--- config.mk ---
export PLATFORM = sky130hd
export DESIGN_NAME = sorted_list_free_list_engine
export DESIGN_NICKNAME = d
export VERILOG_FILES = /design/src/rtl/slfl_pkg.sv /design/src/rtl/slfl_seq.sv /design/src/rtl/slfl_dpath.sv /design/src/rtl/sorted_list_free_list_engine.sv
export VERILOG_INCLUDE_DIRS = /design/src /design/src/rtl
export SDC_FILE = /design/constraint.sdc
export NUM_CORES = 2
export LEC_CHECK = 0
export ABC_AREA = 0
export BUFFER_PORTS_ARGS = -buffer_cell sky130_fd_sc_hd__buf_2
export CORE_ASPECT_RATIO = 1.25
export CORE_MARGIN = 3
export CORE_UTILIZATION = 50
export CTS_BUF_LIST = sky130_fd_sc_hd__clkbuf_4 sky130_fd_sc_hd__clkbuf_8
export DETAILED_ROUTE_END_ITERATION = 7
export PLACE_DENSITY = 0.65
export SLEW_MARGIN = 40
export SYNTH_ARGS = -nofsm -noshare
export SYNTH_HDL_FRONTEND = slang
export SYNTH_HIERARCHICAL = 1
export SYNTH_SLANG_ARGS = --single-unit
--- constraint.sdc ---
create_clock -name clk -period 8.3 [get_ports clk]
set_input_delay 1.245 -clock clk [delete_from_list [all_inputs] [get_ports clk]]
set_output_delay 1.245 -clock clk [all_outputs]
set_load 0.02 [all_outputs]
--- src/rtl/sorted_list_free_list_engine_macros.svh ---
// Assertion macros for the sorted list engine.
// Depends on nothing; included by the top level only.
`ifndef SORTED_LIST_FREE_LIST_ENGINE_MACROS_SVH
`define SORTED_LIST_FREE_LIST_ENGINE_MACROS_SVH

// same-cycle implication
`define SLFL_ASSERT_IMPL(label, clk, rst, ante, cons) \
  label: assert property (@(posedge clk) disable iff (rst) (ante) |-> (cons)) \
    else $error("slfl assertion failed");

// next-cycle implication
`define SLFL_ASSERT_NEXT(label, clk, rst, ante, cons) \
  label: assert property (@(posedge clk) disable iff (rst) (ante) |=> (cons)) \
    else $error("slfl assertion failed");

`endif

--- src/rtl/slfl_pkg.sv ---
// Shared types, codes and the control store of the sorted list engine.
// No dependencies; imported by every module of the block.
package slfl_pkg;

  localparam int CMD_W    = 2;
  localparam int KEY_W    = 32;
  localparam int STATUS_W = 2;
  localparam int SLOT_W   = 6;
  localparam int COUNT_W  = 7;

  localparam logic [CMD_W-1:0] CMD_SEARCH = 2'd0;
  localparam logic [CMD_W-1:0] CMD_INSERT = 2'd1;
  localparam logic [CMD_W-1:0] CMD_DELETE = 2'd2;

  localparam logic [STATUS_W-1:0] ST_OK   = 2'd0;
  localparam logic [STATUS_W-1:0] ST_MISS = 2'd1;
  localparam logic [STATUS_W-1:0] ST_FULL = 2'd2;

  typedef enum logic [3:0] {
    OP_NONE,
    OP_CLEAR,
    OP_LOAD,
    OP_WALK,
    OP_REPLY,
    OP_INS_A,
    OP_INS_B,
    OP_INS_C,
    OP_DEL_A,
    OP_DEL_B
  } op_t;

  typedef enum logic [2:0] {
    JC_ALWAYS,
    JC_NEVER,
    JC_CLR_LAST,
    JC_ACCEPT,
    JC_ADVANCE,
    JC_INS_OK,
    JC_DEL_OK,
    JC_TAKEN
  } cond_t;

  localparam int STEP_W    = 4;
  localparam int NUM_STEPS = 12;

  typedef logic [STEP_W-1:0] step_t;

  localparam step_t S_INIT    = 4'd0;
  localparam step_t S_IDLE    = 4'd1;
  localparam step_t S_WALK    = 4'd2;
  localparam step_t S_CHK_INS = 4'd3;
  localparam step_t S_CHK_DEL = 4'd4;
  localparam step_t S_REPLY   = 4'd5;
  localparam step_t S_INS_A   = 4'd6;
  localparam step_t S_INS_B   = 4'd7;
  localparam step_t S_INS_C   = 4'd8;
  localparam step_t S_DEL_A   = 4'd9;
  localparam step_t S_DEL_B   = 4'd10;
  localparam step_t S_OUT     = 4'd11;

  // take: request accepted here; give: result shown here;
  // jump to target when cond holds, else hold or advance
  typedef struct packed {
    logic  take;
    logic  give;
    op_t   op;
    cond_t cond;
    logic  hold;
    step_t target;
  } uword_t;

  typedef struct packed {
    logic clr_last;
    logic advance;
    logic ins_ok;
    logic del_ok;
  } dp_flags_t;

  localparam uword_t UCODE [NUM_STEPS] = '{
    '{1'b0, 1'b0, OP_CLEAR, JC_CLR_LAST, 1'b1, S_IDLE},   // S_INIT
    '{1'b1, 1'b0, OP_LOAD,  JC_ACCEPT,   1'b1, S_WALK},   // S_IDLE
    '{1'b0, 1'b0, OP_WALK,  JC_ADVANCE,  1'b0, S_WALK},   // S_WALK
    '{1'b0, 1'b0, OP_NONE,  JC_INS_OK,   1'b0, S_INS_A},  // S_CHK_INS
    '{1'b0, 1'b0, OP_NONE,  JC_DEL_OK,   1'b0, S_DEL_A},  // S_CHK_DEL
    '{1'b0, 1'b0, OP_REPLY, JC_ALWAYS,   1'b0, S_OUT},    // S_REPLY
    '{1'b0, 1'b0, OP_INS_A, JC_NEVER,    1'b0, S_INS_B},  // S_INS_A
    '{1'b0, 1'b0, OP_INS_B, JC_NEVER,    1'b0, S_INS_C},  // S_INS_B
    '{1'b0, 1'b0, OP_INS_C, JC_ALWAYS,   1'b0, S_OUT},    // S_INS_C
    '{1'b0, 1'b0, OP_DEL_A, JC_NEVER,    1'b0, S_DEL_B},  // S_DEL_A
    '{1'b0, 1'b0, OP_DEL_B, JC_NEVER,    1'b0, S_OUT},    // S_DEL_B
    '{1'b0, 1'b1, OP_NONE,  JC_TAKEN,    1'b1, S_IDLE}    // S_OUT
  };

endpackage

--- src/rtl/slfl_seq.sv ---
// Microcode sequencer: step counter, control store lookup, conditional jumps.
// Depends on slfl_pkg.
module slfl_seq import slfl_pkg::*; (
  input  logic      clk,
  input  logic      rst,
  input  logic      in_valid,
  input  logic      out_ready,
  input  dp_flags_t flags,
  output uword_t    uw
);

  step_t step;
  step_t step_next;
  logic  jump;

  assign uw = UCODE[step];

  always_comb begin
    unique case (uw.cond)
      JC_ALWAYS:   jump = 1'b1;
      JC_NEVER:    jump = 1'b0;
      JC_CLR_LAST: jump = flags.clr_last;
      JC_ACCEPT:   jump = in_valid && uw.take;
      JC_ADVANCE:  jump = flags.advance;
      JC_INS_OK:   jump = flags.ins_ok;
      JC_DEL_OK:   jump = flags.del_ok;
      JC_TAKEN:    jump = out_ready && uw.give;
      default:     jump = 1'b0;
    endcase
  end

  always_comb begin
    priority if (jump) begin
      step_next = uw.target;
    end else if (uw.hold) begin
      step_next = step;
    end else begin
      step_next = step + step_t'(1);
    end
  end

  always_ff @(posedge clk) begin
    if (rst) begin
      step <= S_INIT;
    end else begin
      step <= step_next;
    end
  end

endmodule

--- src/rtl/slfl_dpath.sv ---
// Datapath: key and link memories, list and free heads, walk registers, result.
// Depends on slfl_pkg; driven by the control word of slfl_seq.
module slfl_dpath import slfl_pkg::*; #(
  parameter int SLOTS = 64
) (
  input  logic                     clk,
  input  logic                     rst,
  input  uword_t                   uw,
  input  logic [CMD_W-1:0]         command,
  input  logic signed [KEY_W-1:0]  key,
  output dp_flags_t                flags,
  output logic [STATUS_W-1:0]      status,
  output logic [SLOT_W-1:0]        slot,
  output logic [COUNT_W-1:0]       count
);

  localparam int IW = $clog2(SLOTS);
  localparam int LW = $clog2(SLOTS + 1);

  typedef logic [LW-1:0] link_t;
  typedef logic [IW-1:0] idx_t;

  localparam link_t NIL = LW'(SLOTS);

  logic [KEY_W-1:0] key_mem  [SLOTS];
  link_t            link_mem [SLOTS];

  idx_t                    rd_addr;
  logic signed [KEY_W-1:0] key_rd;
  link_t                   link_rd;
  logic                    link_we;
  idx_t                    link_wa;
  link_t                   link_wd;
  logic                    key_we;

  link_t head;
  link_t free_head;
  link_t cnt;
  link_t steps;

  link_t                   cur;
  link_t                   prev;
  link_t                   at_link;
  logic [CMD_W-1:0]        cmd_q;
  logic signed [KEY_W-1:0] key_q;
  logic                    hit;
  logic [STATUS_W-1:0]     res_status;
  idx_t                    res_slot;

  logic cur_live;
  logic prev_live;
  logic free_live;
  logic in_range;
  logic advance;
  logic found;

  assign cur_live  = cur < NIL;
  assign prev_live = prev < NIL;
  assign free_live = free_head < NIL;
  assign in_range  = steps < NIL;
  assign advance   = cur_live && in_range && (key_rd < key_q);
  assign found     = cur_live && in_range && (key_rd == key_q);

  assign flags.clr_last = steps == LW'(SLOTS - 1);
  assign flags.advance  = advance;
  assign flags.ins_ok   = (cmd_q == CMD_INSERT) && !hit && (cnt < NIL) && free_live;
  assign flags.del_ok   = (cmd_q == CMD_DELETE) && hit;

  assign key_we = uw.op == OP_INS_A;

  always_comb begin
    unique case (uw.op)
      OP_LOAD:  rd_addr = head[IW-1:0];
      OP_WALK:  rd_addr = link_rd[IW-1:0];
      OP_INS_A: rd_addr = free_head[IW-1:0];
      default:  rd_addr = cur[IW-1:0];
    endcase
  end

  always_comb begin
    link_we = 1'b0;
    link_wa = steps[IW-1:0];
    link_wd = steps + link_t'(1);
    unique case (uw.op)
      OP_CLEAR: begin
        link_we = 1'b1;
      end
      OP_INS_B: begin
        link_we = 1'b1;
        link_wa = res_slot;
        link_wd = cur;
      end
      OP_INS_C: begin
        link_we = prev_live;
        link_wa = prev[IW-1:0];
        link_wd = LW'(res_slot);
      end
      OP_DEL_A: begin
        link_we = prev_live;
        link_wa = prev[IW-1:0];
        link_wd = at_link;
      end
      OP_DEL_B: begin
        link_we = 1'b1;
        link_wa = cur[IW-1:0];
        link_wd = free_head;
      end
      default: begin
        link_we = 1'b0;
      end
    endcase
  end

  always_ff @(posedge clk) begin
    if (link_we) begin
      link_mem[link_wa] <= link_wd;
    end
    if (key_we) begin
      key_mem[free_head[IW-1:0]] <= key_q;
    end
    key_rd  <= key_mem[rd_addr];
    link_rd <= link_mem[rd_addr];
  end

  always_ff @(posedge clk) begin
    if (rst) begin
      head      <= NIL;
      free_head <= '0;
      cnt       <= '0;
      steps     <= '0;
    end else begin
      unique case (uw.op)
        OP_CLEAR: steps <= steps + link_t'(1);
        OP_LOAD:  steps <= '0;
        OP_WALK: begin
          if (advance) begin
            steps <= steps + link_t'(1);
          end
        end
        OP_INS_B: free_head <= link_rd;
        OP_INS_C: begin
          if (!prev_live) begin
            head <= LW'(res_slot);
          end
          cnt <= cnt + link_t'(1);
        end
        OP_DEL_A: begin
          if (!prev_live) begin
            head <= at_link;
          end
        end
        OP_DEL_B: begin
          free_head <= cur;
          if (cnt != '0) begin
            cnt <= cnt - link_t'(1);
          end
        end
        default: begin
          steps <= steps;
        end
      endcase
    end
  end

  always_ff @(posedge clk) begin
    unique case (uw.op)
      OP_LOAD: begin
        cmd_q <= command;
        key_q <= key;
        cur   <= head;
        prev  <= NIL;
      end
      OP_WALK: begin
        if (advance) begin
          prev <= cur;
          cur  <= link_rd;
        end else begin
          hit     <= found;
          at_link <= link_rd;
          if (!in_range) begin
            cur <= NIL;
          end
        end
      end
      OP_REPLY: begin
        if ((cmd_q == CMD_SEARCH) && hit) begin
          res_status <= ST_OK;
          res_slot   <= cur[IW-1:0];
        end else if ((cmd_q == CMD_INSERT) && !hit) begin
          res_status <= ST_FULL;
          res_slot   <= '0;
        end else begin
          res_status <= ST_MISS;
          res_slot   <= '0;
        end
      end
      OP_INS_A: begin
        res_status <= ST_OK;
        res_slot   <= free_head[IW-1:0];
      end
      OP_DEL_B: begin
        res_status <= ST_OK;
        res_slot   <= cur[IW-1:0];
      end
      default: begin
        hit <= hit;
      end
    endcase
  end

  assign status = res_status;
  assign slot   = SLOT_W'(res_slot);
  assign count  = COUNT_W'(cnt);

endmodule

--- src/rtl/sorted_list_free_list_engine.sv ---
// Sorted list engine: top level, sequencer plus datapath, assertions.
// A request walks the list from its head, one link read per key below the request key (at most SLOTS
// keys); a successful insert or delete then updates the links before the result is shown.
// One request at a time: a new request is accepted only after the last result has been taken.
// Reset: link memory clearing pass over all SLOTS links with in_ready low.
// Depends on slfl_pkg, slfl_seq, slfl_dpath and the macros header.
`include "sorted_list_free_list_engine_macros.svh"

module sorted_list_free_list_engine import slfl_pkg::*; #(
  parameter int SLOTS = 64
) (
  input  logic                    clk,
  input  logic                    rst,
  input  logic                    in_valid,
  output logic                    in_ready,
  input  logic [CMD_W-1:0]        command,
  input  logic signed [KEY_W-1:0] key,
  output logic                    out_valid,
  input  logic                    out_ready,
  output logic [STATUS_W-1:0]     status,
  output logic [SLOT_W-1:0]       slot,
  output logic [COUNT_W-1:0]      count
);

  uword_t    uw;
  dp_flags_t flags;

  slfl_seq u_seq (
    .clk       (clk),
    .rst       (rst),
    .in_valid  (in_valid),
    .out_ready (out_ready),
    .flags     (flags),
    .uw        (uw)
  );

  slfl_dpath #(
    .SLOTS (SLOTS)
  ) u_dpath (
    .clk     (clk),
    .rst     (rst),
    .uw      (uw),
    .command (command),
    .key     (key),
    .flags   (flags),
    .status  (status),
    .slot    (slot),
    .count   (count)
  );

  assign in_ready  = uw.take;
  assign out_valid = uw.give;

  `SLFL_ASSERT_NEXT(a_busy_after_accept, clk, rst, in_valid && in_ready, !in_ready)
  `SLFL_ASSERT_NEXT(a_idle_after_take, clk, rst, out_valid && out_ready, in_ready)
  `SLFL_ASSERT_IMPL(a_one_side, clk, rst, in_ready, !out_valid)
  `SLFL_ASSERT_IMPL(a_slot_zero_on_fail, clk, rst, out_valid && (status != ST_OK), slot == '0)

endmodule

---- Word-level counts from Yosys, hierarchy flattened ----
Memories as Yosys holds them, arrays and structs flattened. A register that Yosys moved wholly into a read port is not among the register bits.
Cells that the tools add are included.
storage, ports and cells
  register bits after elaboration ......... 96
  bits in writable memories ............... 2,496
  bits in read-only memories .............. 224
  input port bits ......................... 38
  output and inout port bits .............. 17
  word-level logic and storage cells ...... 116
  memories kept ........................... 3
memory list
  memory            depth  bits a word  read ports  clocked after Yosys merged registers in  wr ports  line              text
  u_dpath.key_mem   64     32           1           1                                        1         slfl_dpath.sv:25  logic [KEY_W-1:0] key_mem [SLOTS];
  u_dpath.link_mem  64     7            1           1                                        1         slfl_dpath.sv:26  link_t link_mem [SLOTS];
  (name not given)  16     14           1           0                                        0         slfl_seq.sv:16    assign uw = UCODE[step];
cells by class
  add/sub/neg operators ................... 4
  magnitude comparators ................... 7
  equality and inequality tests ........... 26
  mux-type cells .......................... 31
  bitwise logic cells ..................... 2
  reduce and logical (&&, ||, !) cells .... 30
operators by type and width
  operator               count
  $pmux W7 S2            5
  $pmux W6 S3            3
  $mux W7                7
  $lt A7 B7 Y1 const B   5
  $eq A32 B32 Y1         1
  $lt A32 B32 Y1         1
  $mux W14               2
  $pmux W7 S4            1
  $pmux W7 S3            1
  $eq A4 B3 Y1 const B   4
  $add A7 B1 Y7 const B  2
  $eq A3 B3 Y1 const B   4
  $logic_and A1 B1 Y1    10
  $reduce_and A2 Y1      5
  $reduce_bool A2 Y1     5
  $eq A4 B2 Y1 const B   2
  $eq A4 B4 Y1 const B   2
  $mux W4                2
  $pmux W1 S8            1
  $eq A7 B6 Y1 const B   1
  $reduce_bool A7 Y1     1
  $sub A7 B1 Y7 const B  1
  $eq A3 B2 Y1 const B   2
  $mux W6                1
  22 further kinds       31

---- Depth between registers and ports, before layout ----
  depth in word-level cells ............... 9
  depth in mapped cells ................... 21
  depth with buffers taken out ............ 17

---- Modules after synthesis ----
Netlist, hierarchy kept.
modules (own cells, without submodules)
  module      instances  cells each  area each (µm²)  seq. area each (µm²)
  slfl_dpath  1          5,909       102,159.2        78,215.0
  slfl_seq    1          79          593.1            80.1

---- Worst setup path after synthesis ----
No wires, ideal clock.
  path kind ............................... reg-to-reg
  from .................................... register u_seq.step[1]
  to ...................................... memory u_dpath/link_mem[0][1] (netlist bit) (data pin)
  library setup time ...................... 0.588 ns
  arrival time ............................ 4.722 ns
  required time ........................... 7.712 ns
  path slack .............................. 2.990 ns
  stages on the path, launching flop included .. 14
  path buffers ............................ 4
  period minus slack after synthesis ...... 5.310 ns
  path through ............................ dfxtp_1 > inv_1 > ha_1 > and2_1 > buf_2 > nor2b_1 > nand2_1 > or2_2 > clkbuf_1 > inv_1 > buf_2 > buf_1 > nand2_1 > a31oi_1
RTL lines
  element                 line              text
  start, declared         slfl_seq.sv:12    step_t step;
  start signal, assigned  slfl_seq.sv:46    step <= step_next;
  end, declared           slfl_dpath.sv:26

==> flow_summary.yaml <==
route:
  highest_layer: "met5"
  drtPass1Iterations: 6
  met3WireLength_um: 27000
  drc: 0
  drtIter0Drc: 6969
  antenna_left: 0
  viasPerCell: 6.28
  wirelength_um: 286000
  wl_per_cell_um: 30.7
  vias: 58486
  wl_met2_um: 142000
  drt-met1-wl_um: 104000
place:
  port_buffers: 54
  routabilityCongestion: 0.887
  post-place-ws_ns: 1.87
  hpwlAfterDp_um: 159000
timing:
  rsz0062_at_grt: "false"
  setup_viol: 0
  slew_viol_final: 0
  clock.fmax_ghz: 0.170
  slew_headroom_pct: 39.8
  fin_ws_ns: 2.42
  post-route-min-period_ns: 5.88
  hold_viol: 0
  worst_pin_slew_ns: 0.900
  clock-skew-final_ns: 0.0906
  fin_crit_sh_pct: 70.9
  setup_tns_ns: 0
grt:
  grt_pass1_vias: 57399
  grt_antenna_before_repair: 10
  grt_use_total_pct: 27.0
  overflow: 0
  grt_max_degree: 116
  grt_first_pass_wirelength_um: 411000
critical_path:
  cp-startpoint: "u_seq/step[0]"
  criticalPathCategory: "flop to flop"
  cp.required_ns: 9.23
  critPathLaunchType: "flop"
  crit_path_end_kind: "flop"
  r2r-start: "u_seq/step[0]"
  crit_arrival_ns: 6.81
  critPathMaxFanout: 34
cells_and_area:
  syn2layout_area_growth_pct: 12.1
  nets: 6365
  multi_input_area_um2: 23100
  final_common_cell: "edfxtp_1"
  drive_above_1_share_pct: 21.1
  fillerInstances: 15507
  seq_area_um2: 78300
  final_cell_mix: "2,560 x edfxtp_1, 915 x nand2_1, 425 x clkbuf_8, 386 x nand3_1, 372 x mux4_2"
clock_network:
  cts_hold_buf: 0
  cts_buffers: 404
  cts_resized: 0
  cts_max_path_buffers: 4
  cts_sinks: 2631
  cts_root_buf: "clkbuf_8"
  cts_tree: "built"
  clk_pin_slew_worst_paths_ns: 0.07
  cts_setup_buffers: 0
  cts_htree_levels: 5
  clock_latency_ns: 1.11
run_status:
  status: "complete, no violations"
hold_path:
  min_from: "key[30]"
  hold_path_class: "primary input to flop"
yosys:
  synthesis.nets: 6065
  synth_cells: 5983
  syn-cell-area_um2: 103000
  ys_warn_count: 6
  avgSynthCellArea_um2: 17.2
power_and_ir_drop:
  p_per_area_nw_per_um2: 217
  leakage_uw: 0.0375
  peakVddDrop_mv: 0.150
  power_uw: 25000
job:
  maxCapViolCount: 0
floorplanning:
  dieArea_um2: 211000
  die_width_um: 411
  die_y_um: 513
  core_um2: 204000
  ios: 55
  initial_utilization_pct: 50.4
  rows: 185
[critical path, stage by stage (launching register included)]
cell	delay, ns
dfxtp_1	0.55
inv_1	0.15
ha_1	0.36
a21boi_0	0.15
o21ai_4	0.58
and4bb_2	0.46
or3_4	0.66
nand2_8	0.41
buf_16	0.30
buf_12	0.33
buf_12	0.25
mux4_2	0.51
a22oi_1	0.39
o211ai_1	0.15
or3_1	0.39
[flip-flops by register name, summed over array words and instances (netlist names)]
signal	cells
u_dpath/hit	1
u_dpath/free_head	7
u_dpath/slot	6
u_dpath/link_mem	448
u_dpath/cur	7
u_dpath/status	2
u_dpath/head	7
u_dpath/count	7
u_dpath/cmd_q	2
u_dpath/key_rd	32
u_dpath/link_rd	7
u_dpath/at_link	7
u_dpath/key_q	32
u_dpath/steps	7
u_dpath/prev	7
u_dpath/key_mem	2048
u_seq/step	4
[through the flow]
stage	utilization (%)	cells	hold WS [ns]	instance area, um2
after floorplan	-	5983	0.426	103000
final	56.5	9307	0.315	115000
after global placement	52.5	8569	0.476	107000
after global routing	56.5	9307	0.234	115000
after CTS	56.5	9297	0.202	115000
after detailed placement	52.6	8580	0.501	107000
[final cells by class]
class	count	share of cell area, %
flip-flops and latches	2631	68.0
well taps	2711	2.94
inverters	54	0.176
clock inverters	152	0.810
multi-input cells	2928	20.1
diodes	2	0.00434
repair buffers	264	2.01
clock buffers	565	5.99
[where the power goes]
part / total, uW / internal [uW] / switching, uW
clock: 10500 / 5660 / 4850
sequential: 14400 / 14400 / 5.32
combinational: 97.8 / 21.3 / 76.5
[worst paths after layout]
check | slack, ns | cells after the start | endpoint
worst min-delay path | 0.31 | 1 | u_dpath/key_q[30]
worst max-delay path | 2.42 | 14 | u_dpath/key_rd[2]
worst min register to register | 0.51 | 2 | u_dpath/head[6]
worst max register to register | 2.42 | 14 | u_dpath/key_rd[2]
[per-layer routing]
metal,GRT usage [%],vias to the layer above
met5,0,-
met4,11.0,4
met1,35.4,30107
li1,-,24370
met2,44.5,3400
met3,5.20,605
Power figures use the tool's default switching activity.
